==> src/hw/rtl/bbvp_pkg.sv <==
`timescale 1ns / 1ps
// ----------------------------------------------------------------------------
// bbvp_pkg
// Shared types and constants of the basic block vector profiler.
// ----------------------------------------------------------------------------
package bbvp_pkg;

    localparam int MAX_BLOCKS_DEF = 63;
    localparam int PC_W           = 32;
    localparam int LEN_W          = 16;
    localparam int CNT_W          = 32;
    localparam int BID_W          = 6;

    localparam logic [CNT_W-1:0] COUNT_MAX = {CNT_W{1'b1}};

    localparam logic FUNC_COMMIT = 1'b0;
    localparam logic FUNC_DUMP   = 1'b1;

    localparam logic REC_COUNT = 1'b0;
    localparam logic REC_MARK  = 1'b1;

    typedef enum logic [2:0] {
        S_IDLE,
        S_SRCH,
        S_CNT_RD,
        S_CNT_WR,
        S_DUMP,
        S_MARK
    } t_state;

    // count store commands: read, write and clear
    typedef struct packed {
        logic rd;
        logic wr;
        logic clr;
    } t_cnt_cmd;

endpackage

==> src/hw/rtl/bbvp_pc_store.sv <==
`timescale 1ns / 1ps
// ----------------------------------------------------------------------------
// bbvp_pc_store
// Table of known block head PCs: one write port, one registered read port.
// ----------------------------------------------------------------------------
module bbvp_pc_store #(
    parameter int DEPTH = bbvp_pkg::MAX_BLOCKS_DEF,
    parameter int AW    = 6
) (
    input  logic                      i_clk,
    input  logic                      i_wr,
    input  logic [AW-1:0]             i_wr_addr,
    input  logic [bbvp_pkg::PC_W-1:0] i_wr_data,
    input  logic                      i_rd,
    input  logic [AW-1:0]             i_rd_addr,
    output logic [bbvp_pkg::PC_W-1:0] o_rd_data
);
    import bbvp_pkg::*;

    logic [PC_W-1:0] r_mem [DEPTH];
    logic [PC_W-1:0] r_rd_data;

    always_ff @(posedge i_clk) begin
        if (i_wr) begin
            r_mem[i_wr_addr] <= i_wr_data;
        end
        if (i_rd) begin
            r_rd_data <= r_mem[i_rd_addr];
        end
    end

    assign o_rd_data = r_rd_data;

endmodule

==> config.mk <==
export PLATFORM = sky130hd
export DESIGN_NAME = bbvp_pc_store
export DESIGN_NICKNAME = d
export VERILOG_FILES = /design/src/hw/rtl/bbvp_pkg.sv /design/src/hw/rtl/bbvp_pc_store.sv
export SDC_FILE = /design/constraint.sdc
export NUM_CORES = 2
export LEC_CHECK = 0
export BUFFER_PORTS_ARGS = -buffer_cell sky130_fd_sc_hd__buf_2
export CORE_UTILIZATION = 63
export CTS_CLUSTER_SIZE = 40
export DETAILED_ROUTE_END_ITERATION = 7
export PLACE_DENSITY = 0.79
export SYNTH_ARGS = -nofsm -noshare
export SYNTH_HDL_FRONTEND = slang
export SYNTH_SLANG_ARGS = --single-unit
export TNS_END_PERCENT = 5
==> constraint.sdc <==
create_clock -name i_clk -period 4.86 [get_ports i_clk]
set_input_delay 0.486 -clock i_clk [delete_from_list [all_inputs] [get_ports i_clk]]
set_output_delay 0.486 -clock i_clk [all_outputs]
set_load 0.02 [all_outputs]
### Word level (Yosys, flattened, before mapping)

Memory sizes are Yosys's and may differ from the RTL's. A register that Yosys moved wholly into a read port is not among the register bits.
Index checks and enable logic that the tools add are counted.

| operators by class | value |
|---|---|
| muxes and demuxes | 2 |

Operators by type and width:

| operator | count |
|---|---|
| 1-bit two-way mux | 2 |

| word-level totals | value |
|---|---|
| memories kept | 1 |
| input bits | 47 |
| flip-flop bits (word level) | 0 |
| memory bits (writable) | 2016 |
| logic and storage cells | 3 |

Memories:

| name | depth | bits a word | rd ports | clocked after memory_dff | wr ports | RTL line | RTL |
|---|---|---|---|---|---|---|---|
| r_mem | 63 | 32 | 1 | 1 | 1 | bbvp_pc_store.sv:20 | `logic [PC_W-1:0] r_mem [DEPTH];` |

### Depth between registers and ports, before layout

| logic depth | value |
|---|---|
| depth in word-level cells | 2 |
| mapped depth | 10 |

### Least setup slack after synthesis

Ideal clock, no wire load.

| timing path | value |
|---|---|
| path type | input to register |
| start | in i_wr_addr[4] |
| end | mem r_mem[32][0] (enable) |
| stages | 4 |
| arrival time | 3.332 ns |
| setup slack | 1.067 ns |
| library setup time | 0.461 ns |
| path through | clkbuf_1 > nor4bb_1 > nand2b_1 > nor3_1 |

RTL lines:

| element | RTL line | RTL |
|---|---|---|
| start, declared | bbvp_pc_store.sv:12 | `input logic [AW-1:0] i_wr_addr,` |
| end, declared | bbvp_pc_store.sv:20 |  |

Straight into the memory's write port.

==> reports/results.ini <==
[status]
status=completed

[drt]
antenna_left=0
wl_per_cell_microns=37.8
avgViaCountPerCell=7.37
first_pass_iters=6
drt-total-wl_mm=211
drc=0
via_count=41300
drt_iter0_markers=6612

[setup_path]
cp_num_buf_inv=3
max_stage_delay_ns=0.92
r2r_start=r_mem[22][24]$_DFFE_PP_
critPathKind=input port to register
critPathTopFamily=buffers and inverters
cp_data_required_time_ns=5.36
crit_path_end_kind=register
arrival_ns=3.72
crit_top_cell=buf_12
start_kind=input port
timing.rr.end=o_rd_data[24]$_DFFE_PP_
r2r_cells=5
path_cells=buf_8 -> buf_12 -> buf_12 -> mux4_2 -> mux2i_1 -> nand2_1 -> a41oi_1 -> a21oi_1
critPathMaxFanout=69
r2r_slack_ns=2.01
critPathSlowestCell=a41oi_1

[global_routing]
grt_pass1_wl_mm=297
grt_max_degree=84
grt-ovfl-total=0
grt_pass1_vias=40700
grtUsageTotal=0.339
antenna_found_initial=9

[clock_tree]
cts_tree=done
clockRootBuffer=clkbuf_16
h-tree-depth=4
hold_buffers=0
cts.repair.resized=0
clockBufferDepth=3
clk_pin_slew_worst_paths_ns=0.07
worstSkewPairLatency_ns=0.84
numCtsBuffers=191
cts_sinks=2048
post_cts_buffers=0

[synth]
synthDistinctLibCells=52
synth_fp_nets=3630
synthTopCellsByArea=edfxtp_1 78%, mux4_2 12%, mux2i_1 2.9%
synth_top_cell_by_area=edfxtp_1
synthFlopType=edfxtp_1
synth_area_per_cell_sq_um=21.9
synth_top_area_frac=0.783
netlist_area_sq_mm=0.0785
synth_edf_count=2048
synth_cells=3583
synth_warnings=0
ys_seq_area_frac=0.783
yosys_register_bits=2048
ys_async_sr_fraction=0

[min_path]
min_from=i_rd
hold_class=input port to register
min_path_cells=1
hold_end=o_rd_data[14]$_DFFE_PP_

[run]
maxCapViolations=0

[timing]
fin_crit_ns=3.21
finalMaxSlewViolations=0
grt_setup_unrepaired=false
worstMarginPinSlew_ns=1.40
skew_ns=0.0368
tns_ns=0
post-route-period-util=0.661
fmax_mhz=311
setup_violations=0
slew_headroom=0.0643
whs_ns=0.327
hold_violations=0

[placement]
routabilityCongestion=0.846
dpl.cell_count=5247
port_buffers=78
place.detailed.hpwl_mm=116

[floorplanning]
coreArea_sq_mm=0.124
io_pins=79
start_util=0.635
dieArea_sq_mm=0.126
die_w_microns=355
die_height_microns=355
rows=129

[layout]
area_growth_pct=11.6
drive_above_1_share=0.253
utilization=0.709
fillers=6879
final_common_cell=edfxtp_1
nNetsFinal=3850
final_cells=5598
final_cell_mix=2048 x edfxtp_1, 406 x mux4_2, 224 x mux2i_1, 193 x clkbuf_16, 132 x buf_4

[power_and_ir_drop]
power_leakage_nw=27.9
powerDensity_mw_per_mm2=410
ir_worst_vdd_mv=0.398

where the power goes:
| group | switching (mW) | internal (mW) | total, mW |
|---|---|---|---|
| logic | 1.28 | 0.636 | 1.91 |
| clock network | 6.44 | 7.92 | 14.4 |
| registers | 0.0664 | 19.6 | 19.7 |
| total | 7.78 | 28.2 | 35.9 |
worst reg2reg max path, cell delays in order (launching register included):
cell and delay (ns):
edfxtp_1 0.40, mux4_2 0.48, nor3_1 0.17, o21ai_0 0.29, a41oi_1 1.04, a21oi_1 0.16
state kept, by name (all words and copies together) (netlist names):
signal,flops
r_mem,2016
o_rd_data,32
final cells by class:
type                            instances  area [sq um]  area share
Antenna cell                            3          7.51   0.0000857
Clock buffer                          234          4980      0.0569
Clock inverter                        114           917      0.0105
Inverter                                4          15.0    0.000171
Multi-Input combinational cell       1323         16200       0.185
Sequential cell                      2048         61500       0.702
Tap cell                             1637          2050      0.0234
Timing Repair Buffer                  235          1930      0.0220
logic make-up after synthesis:
kind of cell | after synthesis | share of synthesized area
AOI/OAI and AO/OA | 400 | 0.0359
muxes | 662 | 0.150
and+or+nand+nor | 261 | 0.0152
DFF | 2048 | 0.783
buffers and inverters | 212 | 0.0161
routing by layer:
metal | global-route usage | routed length, microns | vias up
li1 | - | - | 15600
met2 | 0.517 | 98000 | 3843
met5 | 0 | 53 | -
met4 | 0.152 | 10800 | 8
met3 | 0.101 | 30600 | 728
met1 | 0.461 | 71900 | 21100
cells in the mapped netlist, types with 28 or more instances:
master	count
edfxtp_1	2048
mux4_2	406
mux2i_1	224
nor2_1	88
clkbuf_1	78
a21oi_1	76
nand2_1	75
o221ai_1	62
buf_2	57
o21ai_0	57
o22ai_1	43
buf_6	33
a211oi_1	32
mux2_2	32
nor2b_1	28
worst max path at each step:
stage	startpoint	to	cells past startpoint
after global placement	i_rd_addr[0]	o_rd_data[24]$_DFFE_PP_	8
after floorplan	i_wr_addr[4]	r_mem[32][0]$_DFFE_PP_	4
final	i_rd_addr[0]	o_rd_data[24]$_DFFE_PP_	8
after global routing	i_rd_addr[0]	o_rd_data[24]$_DFFE_PP_	8
after CTS	i_rd_addr[0]	o_rd_data[24]$_DFFE_PP_	8
after detailed placement	i_rd_addr[0]	o_rd_data[24]$_DFFE_PP_	8
metrics by stage:
stage	area [sq um]	power, mW	setup slack [ns]
floorplan	78500	21.0	1.07
global placement	81700	21.8	1.04
detailed placement	81700	21.9	0.973
CTS	87600	35.9	1.85
global route	87600	36.6	1.61
finish	87600	35.9	1.65
Power figures use the tool's default switching activity.
