### config.mk
export PLATFORM = sky130hd
export DESIGN_NAME = bbvp_cnt_store
export DESIGN_NICKNAME = d
export VERILOG_FILES = /design/src/hw/rtl/bbvp_pkg.sv /design/src/hw/rtl/bbvp_cnt_store.sv
export SDC_FILE = /design/constraint.sdc
export NUM_CORES = 2
export LEC_CHECK = 0
export BUFFER_PORTS_ARGS = -buffer_cell sky130_fd_sc_hd__buf_2
export CORE_MARGIN = 2
export CORE_UTILIZATION = 35
export CTS_CLUSTER_SIZE = 8
export DETAILED_ROUTE_END_ITERATION = 16
export GPL_TIMING_DRIVEN = 0
export PLACE_DENSITY = 0.52
export SYNTH_ARGS = -nofsm -noshare
export SYNTH_HDL_FRONTEND = slang
export SYNTH_SLANG_ARGS = --single-unit
### constraint.sdc
create_clock -name i_clk -period 4.5 [get_ports i_clk]
set_input_delay 0.9 -clock i_clk [delete_from_list [all_inputs] [get_ports i_clk]]
set_output_delay 0.9 -clock i_clk [all_outputs]
set_load 0.01 [all_outputs]
### src/hw/rtl/bbvp_pkg.sv
`timescale 1ns / 1ps
// ----------------------------------------------------------------------------
// bbvp_pkg
// Shared types and constants of the basic block vector profiler.
// ----------------------------------------------------------------------------
package bbvp_pkg;

    localparam int MAX_BLOCKS_DEF = 63;
    localparam int PC_W           = 32;
    localparam int LEN_W          = 16;
    localparam int CNT_W          = 32;
    localparam int BID_W          = 6;

    localparam logic [CNT_W-1:0] COUNT_MAX = {CNT_W{1'b1}};

    localparam logic FUNC_COMMIT = 1'b0;
    localparam logic FUNC_DUMP   = 1'b1;

    localparam logic REC_COUNT = 1'b0;
    localparam logic REC_MARK  = 1'b1;

    typedef enum logic [2:0] {
        S_IDLE,
        S_SRCH,
        S_CNT_RD,
        S_CNT_WR,
        S_DUMP,
        S_MARK
    } t_state;

    // count store commands: read, write and clear
    typedef struct packed {
        logic rd;
        logic wr;
        logic clr;
    } t_cnt_cmd;

endpackage

### src/hw/rtl/bbvp_cnt_store.sv
`timescale 1ns / 1ps
// ----------------------------------------------------------------------------
// bbvp_cnt_store
// Interval counters with per-entry valid bits; an invalid entry reads as zero.
// ----------------------------------------------------------------------------
module bbvp_cnt_store #(
    parameter int DEPTH = bbvp_pkg::MAX_BLOCKS_DEF,
    parameter int AW    = 6
) (
    input  logic                       i_clk,
    input  logic                       i_rst_n,
    input  bbvp_pkg::t_cnt_cmd         i_cmd,
    input  logic [AW-1:0]              i_rd_addr,
    input  logic [AW-1:0]              i_wr_addr,
    input  logic [bbvp_pkg::CNT_W-1:0] i_wr_data,
    output logic [bbvp_pkg::CNT_W-1:0] o_rd_data
);
    import bbvp_pkg::*;

    logic [CNT_W-1:0] r_mem [DEPTH];
    logic [DEPTH-1:0] r_vld;
    logic [CNT_W-1:0] r_rd_data;
    logic             r_rd_vld;

    always_ff @(posedge i_clk) begin
        if (i_cmd.wr) begin
            r_mem[i_wr_addr] <= i_wr_data;
        end
        if (i_cmd.rd) begin
            r_rd_data <= r_mem[i_rd_addr];
        end
    end

    always_ff @(posedge i_clk) begin
        if (!i_rst_n) begin
            r_vld    <= '0;
            r_rd_vld <= 1'b0;
        end else begin
            if (i_cmd.wr) begin
                r_vld[i_wr_addr] <= 1'b1;
            end else if (i_cmd.clr) begin
                r_vld[i_wr_addr] <= 1'b0;
            end
            if (i_cmd.rd) begin
                r_rd_vld <= r_vld[i_rd_addr];
            end
        end
    end

    assign o_rd_data = r_rd_vld ? r_rd_data : '0;

endmodule

## Word level (Yosys, flattened, before mapping)

Memories as Yosys holds them, arrays and structs flattened. A register that Yosys moved wholly into a read port is not among the register bits.
Cells that the tools add are included.

- Magnitude comparators: 3
- Muxes and demuxes: 9
- Bitwise gates (word level): 3
- Reduce and logical (&&, ||, !) cells: 2

Operators with widths:

| cell | number |
|---|---|
| two-way mux 63 bit | 2 |
| AND 63 bit | 1 |
| NOT 63 bit | 1 |
| bitwise OR 63 bit | 1 |
| two-way mux 32 bit | 1 |
| < comparator 6 x 7 -> 1 bit (second input constant) | 2 |
| binary-select mux 1 bit (select 6 bit) | 1 |
| demux 1 bit (select 6 bit) | 1 |
| greater-or-equal comparator 6 x 1 -> 1 bit (second input constant) | 1 |
| two-way mux 1 bit | 4 |
| nonzero test 2 bit | 1 |
| logical AND 1 bit | 1 |

- Flip-flop bits (word level): 64
- RAM bits: 2016
- Bits of input ports: 49
- Logic and storage cells: 20
- Memories: 1

Memories:

| memory | words | bits a word | read ports | clocked after Yosys merged registers in | write ports | RTL line | text |
|---|---|---|---|---|---|---|---|
| r_mem | 63 | 32 | 1 | 1 | 1 | bbvp_cnt_store.sv:20 | `logic [CNT_W-1:0] r_mem [DEPTH];` |

## Logic depth before layout (Yosys ltp)

- Depth in word-level cells: 8
- Mapped depth: 11
- Gate-level depth less buffers: 5

## Worst setup path before layout

No wires, ideal clock.

- Path kind: input to register
- From: input port i_wr_addr[2]
- To: memory r_mem[60][0] (enable)
- Arrival time: 3.321 ns
- Data required time: 4.077 ns
- Path slack: 0.756 ns
- Cell stages on the path: 5
- Buffers on the path: 3
- Path through: clkbuf_1 -> or3b_2 -> clkbuf_1 -> clkbuf_1 -> nor2_1

RTL lines:

| item | RTL line | text |
|---|---|---|
| start, declared | bbvp_cnt_store.sv:14 | `input logic [AW-1:0] i_wr_addr,` |
| end, declared | bbvp_cnt_store.sv:20 |  |

Straight into the memory's write port.

==> results.py <==
metrics = {
    "floorplan": {
        "initial_core_util_pct": 35.22,
        "ios": 81,
        "fp.dieW_um": 487.8,
        "fp.dieArea_sq_mm": 0.2379,
        "std_cell_rows": 177,
        "coreArea_sq_mm": 0.2325,
        "die_h_um": 487.8,
    },
    "grt": {
        "track_usage_pct": 20.46,
        "first_global_vias": 41670,
        "overflow": 0,
        "antenna_found_initial": 20,
        "grt_max_degree": 64,
        "grt_pass1_wl_mm": 337.4,
    },
    "pwr": {
        "clkPwrFrac_pct": 45.7,
        "cellInternalPower_mw": 35.10,
        "comb_power_share_pct": 5.4,
        "power_mw": 44.60,
        "power_frac_seq_pct": 48.9,
        "power_switching_mw": 9.501,
        "power.density_mw_per_mm2": 463.3,
        "p_leak_nw": 30.19,
        "vdd_drop_max_mv": 0.3970,
        "sw_frac_of_total_pct": 21.30,
    },
    "synth": {
        "ys_dominant_reg_cell": "edfxtp_1",
        "synth_top_area_cell": "edfxtp_1",
        "synthArstFlopShare_pct": 0,
        "synth_cells": 3761,
        "ys_ff_latch": 2112,
        "yosysWarningCount": 0,
        "synth_area_leaders": "edfxtp_1 75%, mux4_2 14%, dfxtp_1 1.6%, mux2i_1 1.5%, o21a_1 1.2%",
        "syn_nets": 3810,
        "synth_area_sq_mm": 0.08191,
        "avgSynthCellArea_sq_um": 21.78,
        "yosysSeqAreaShare_pct": 76.65,
        "synth_common_cells": "2,048 x edfxtp_1, 507 x mux4_2, 126 x o21a_1, 125 x mux2i_1, 109 x nor2_1",
        "synth_top_area_share_pct": 75.08,
        "yosysMostFrequentCell": "edfxtp_1",
        "synth_edf_count": 2048,
        "synthDistinctLibCells": 45,
    },
    "placement": {
        "placed_area_sq_mm": 0.08784,
        "dp.cells": 6939,
        "detailed_place_hpwl_mm": 157.1,
        "io_buffers": 70,
        "routabilityCongestion": 0.8909,
    },
    "timing": {
        "max_slew_margin_pct": 2.770,
        "rsz0062_at_grt": "no",
        "max_slew.worst_pin.slew_ps": 1458,
        "fmax_mhz": 227.9,
        "setup_violations": 0,
        "setup_tns_ps": 0,
        "hold_ws_ps": 413.1,
        "fin_crit_ps": 4388,
        "drv_slew": 0,
        "hold_violations": 0,
        "finalCritPeriodShare_pct": 97.52,
        "clock_skew_ps": 38.79,
    },
    "final_layout": {
        "drive_above_1_share_pct": 29.26,
        "fill_cells": 20210,
        "area_delta_synth_final_pct": 17.53,
        "num-nets-final": 4262,
        "final_area_sq_mm": 0.09626,
        "final_cells": 7319,
    },
    "clock_tree": {
        "htreeDepth": 5,
        "clk_pin_slew_worst_paths_ps": 50,
        "cts_buffers": 314,
        "cts_tree": "yes",
        "clock_path_buffers": 4,
        "clkLatencyLatePin_ps": 910,
        "cts_hold_buf": 0,
        "post-cts-setup-buffers": 0,
        "cts.sinks": 2112,
        "cts-root-buf": "clkbuf_16",
    },
    "drt": {
        "drc": 0,
        "drt_iter0_markers": 4915,
        "wirelength_mm": 244.1,
        "vias": 41160,
        "via_per_inst": 5.623,
        "ant_nets": 0,
        "dr.pass1.iters": 5,
        "wl_per_cell_um": 33.35,
    },
    "critical_path": {
        "cp_common_cell": "buf_2",
        "cp_slowest_cell": "a221oi_2",
        "critical_path_arrival_ps": 5000,
        "cp-start-kind": "input pin",
        "crit_required_ps": 5110,
        "critPathMaxFanout": 10,
        "crit_path_max_incr_delay_ps": 710,
        "crit_path_cell_trace": "buf_2, buf_2, buf_2, buf_2, clkbuf_4, clkbuf_1, a21oi_1, a221oi_2",
        "critPathCaptureType": "flip-flop",
        "criticalPathCategory": "in2reg",
    },
    "outcome": {
        "outcome": "completed",
    },
    "run": {
        "cap_violations": 0,
    },
    "hold_path": {
        "hp-class": "in2reg",
    },
}
-- timing repair --
action | in CTS | in global routing
hold endpoints to repair | 0 | 0
gates resized for setup | 15 | 3
setup endpoints to repair | 11 | 3
-- worst paths after layout --
path	start	slack, ps	endpoint	cells past startpoint
worst max-delay path	i_rd_addr[2]	110	r_rd_data[0]	8
worst min-delay path	i_wr_data[4]	410	r_mem[20][4]	1
worst max register to register	r_mem[51][12]	1960	r_rd_data[12]	5
worst min register to register	flip-flop	560	flip-flop	2
-- final cells by class --
type | count | area (sq um) | area share, %
clock buffers | 358 | 8150 | 8.467
clock inverters | 7 | 73.82 | 0.07669
plain buffers | 227 | 1205 | 1.252
flip-flops and latches | 2112 | 62780 | 65.22
multi-input cells | 1420 | 18510 | 19.23
inverters | 1 | 3.754 | 0.003899
repair buffers | 137 | 1699 | 1.765
well taps | 3043 | 3807 | 3.955
diodes | 14 | 35.03 | 0.03639
-- per-layer routing --
metal  GRT usage, %  wire length, um  up-vias
met2          32.60           116900     1652
met4          7.075             8246        4
met1          28.10           102100    22420
met5              0               30        -
met3          3.946            16850      420
li1               -                -    16660
-- cells in the final DEF (no fill, tap or decap), types with 35 or more instances in the layout --
cell type,instances
buf_12,68
clkbuf_16,320
nor2_1,46
mux4_2,507
o21a_1,126
dfxtp_1,64
clkbuf_1,140
nor2_4,63
mux2i_1,125
and2_1,35
buf_2,134
a211oi_1,43
o21ai_0,52
mux2_2,83
edfxtp_1,2048
nor2b_1,54
nand2_1,85
-- state kept, by name, indices dropped and copies added, names as in the netlist, named ones only --
register	cells
r_rd_vld	1
r_rd_data	32
r_mem	2016
-- worst max-delay path: cells and delay by family --
kind	cells	cell delay [ps]
AOI/OAI and AO/OA	2	1110
buffers and inverters	6	2940
-- kinds of logic (layout without fill, tap and decap cells) --
kind of cell | count (synthesis) | after routing | synth area share [%]
DFF | 2112 | 2112 | 76.65
buffers and inverters | 229 | 730 | 1.468
AOI/OAI and AO/OA | 388 | 388 | 3.451
other | 0 | 14 | 0
and+or+nand+nor | 317 | 317 | 1.822
muxes | 715 | 715 | 16.61
-- stage by stage --
| step | utilization, % | setup slack (ps) |
|---|---|---|
| 6_report | 41.40 | 111.6 |
| 2_1_floorplan | - | 755.9 |
| 4_1_cts | 41.36 | 10.11 |
| 3_3_place_gp | 37.01 | -2032 |
| 5_1_grt | 41.39 | 122.1 |
| 3_5_place_dp | 37.78 | -1529 |
-- power by group through the flow --
| stage | sequential, mW | combinational (mW) | clock (mW) |
|---|---|---|---|
| after global placement | 22.2 | 2.33 | 0 |
| after floorplan | 22.2 | 1.18 | 0 |
| after CTS | 21.8 | 2.42 | 20.7 |
| after detailed placement | 22.2 | 2.39 | 0 |
| final | 21.8 | 2.41 | 20.4 |
| after global routing | 21.8 | 2.52 | 21.5 |
No activity file was read; power rests on OpenSTA's default activity.
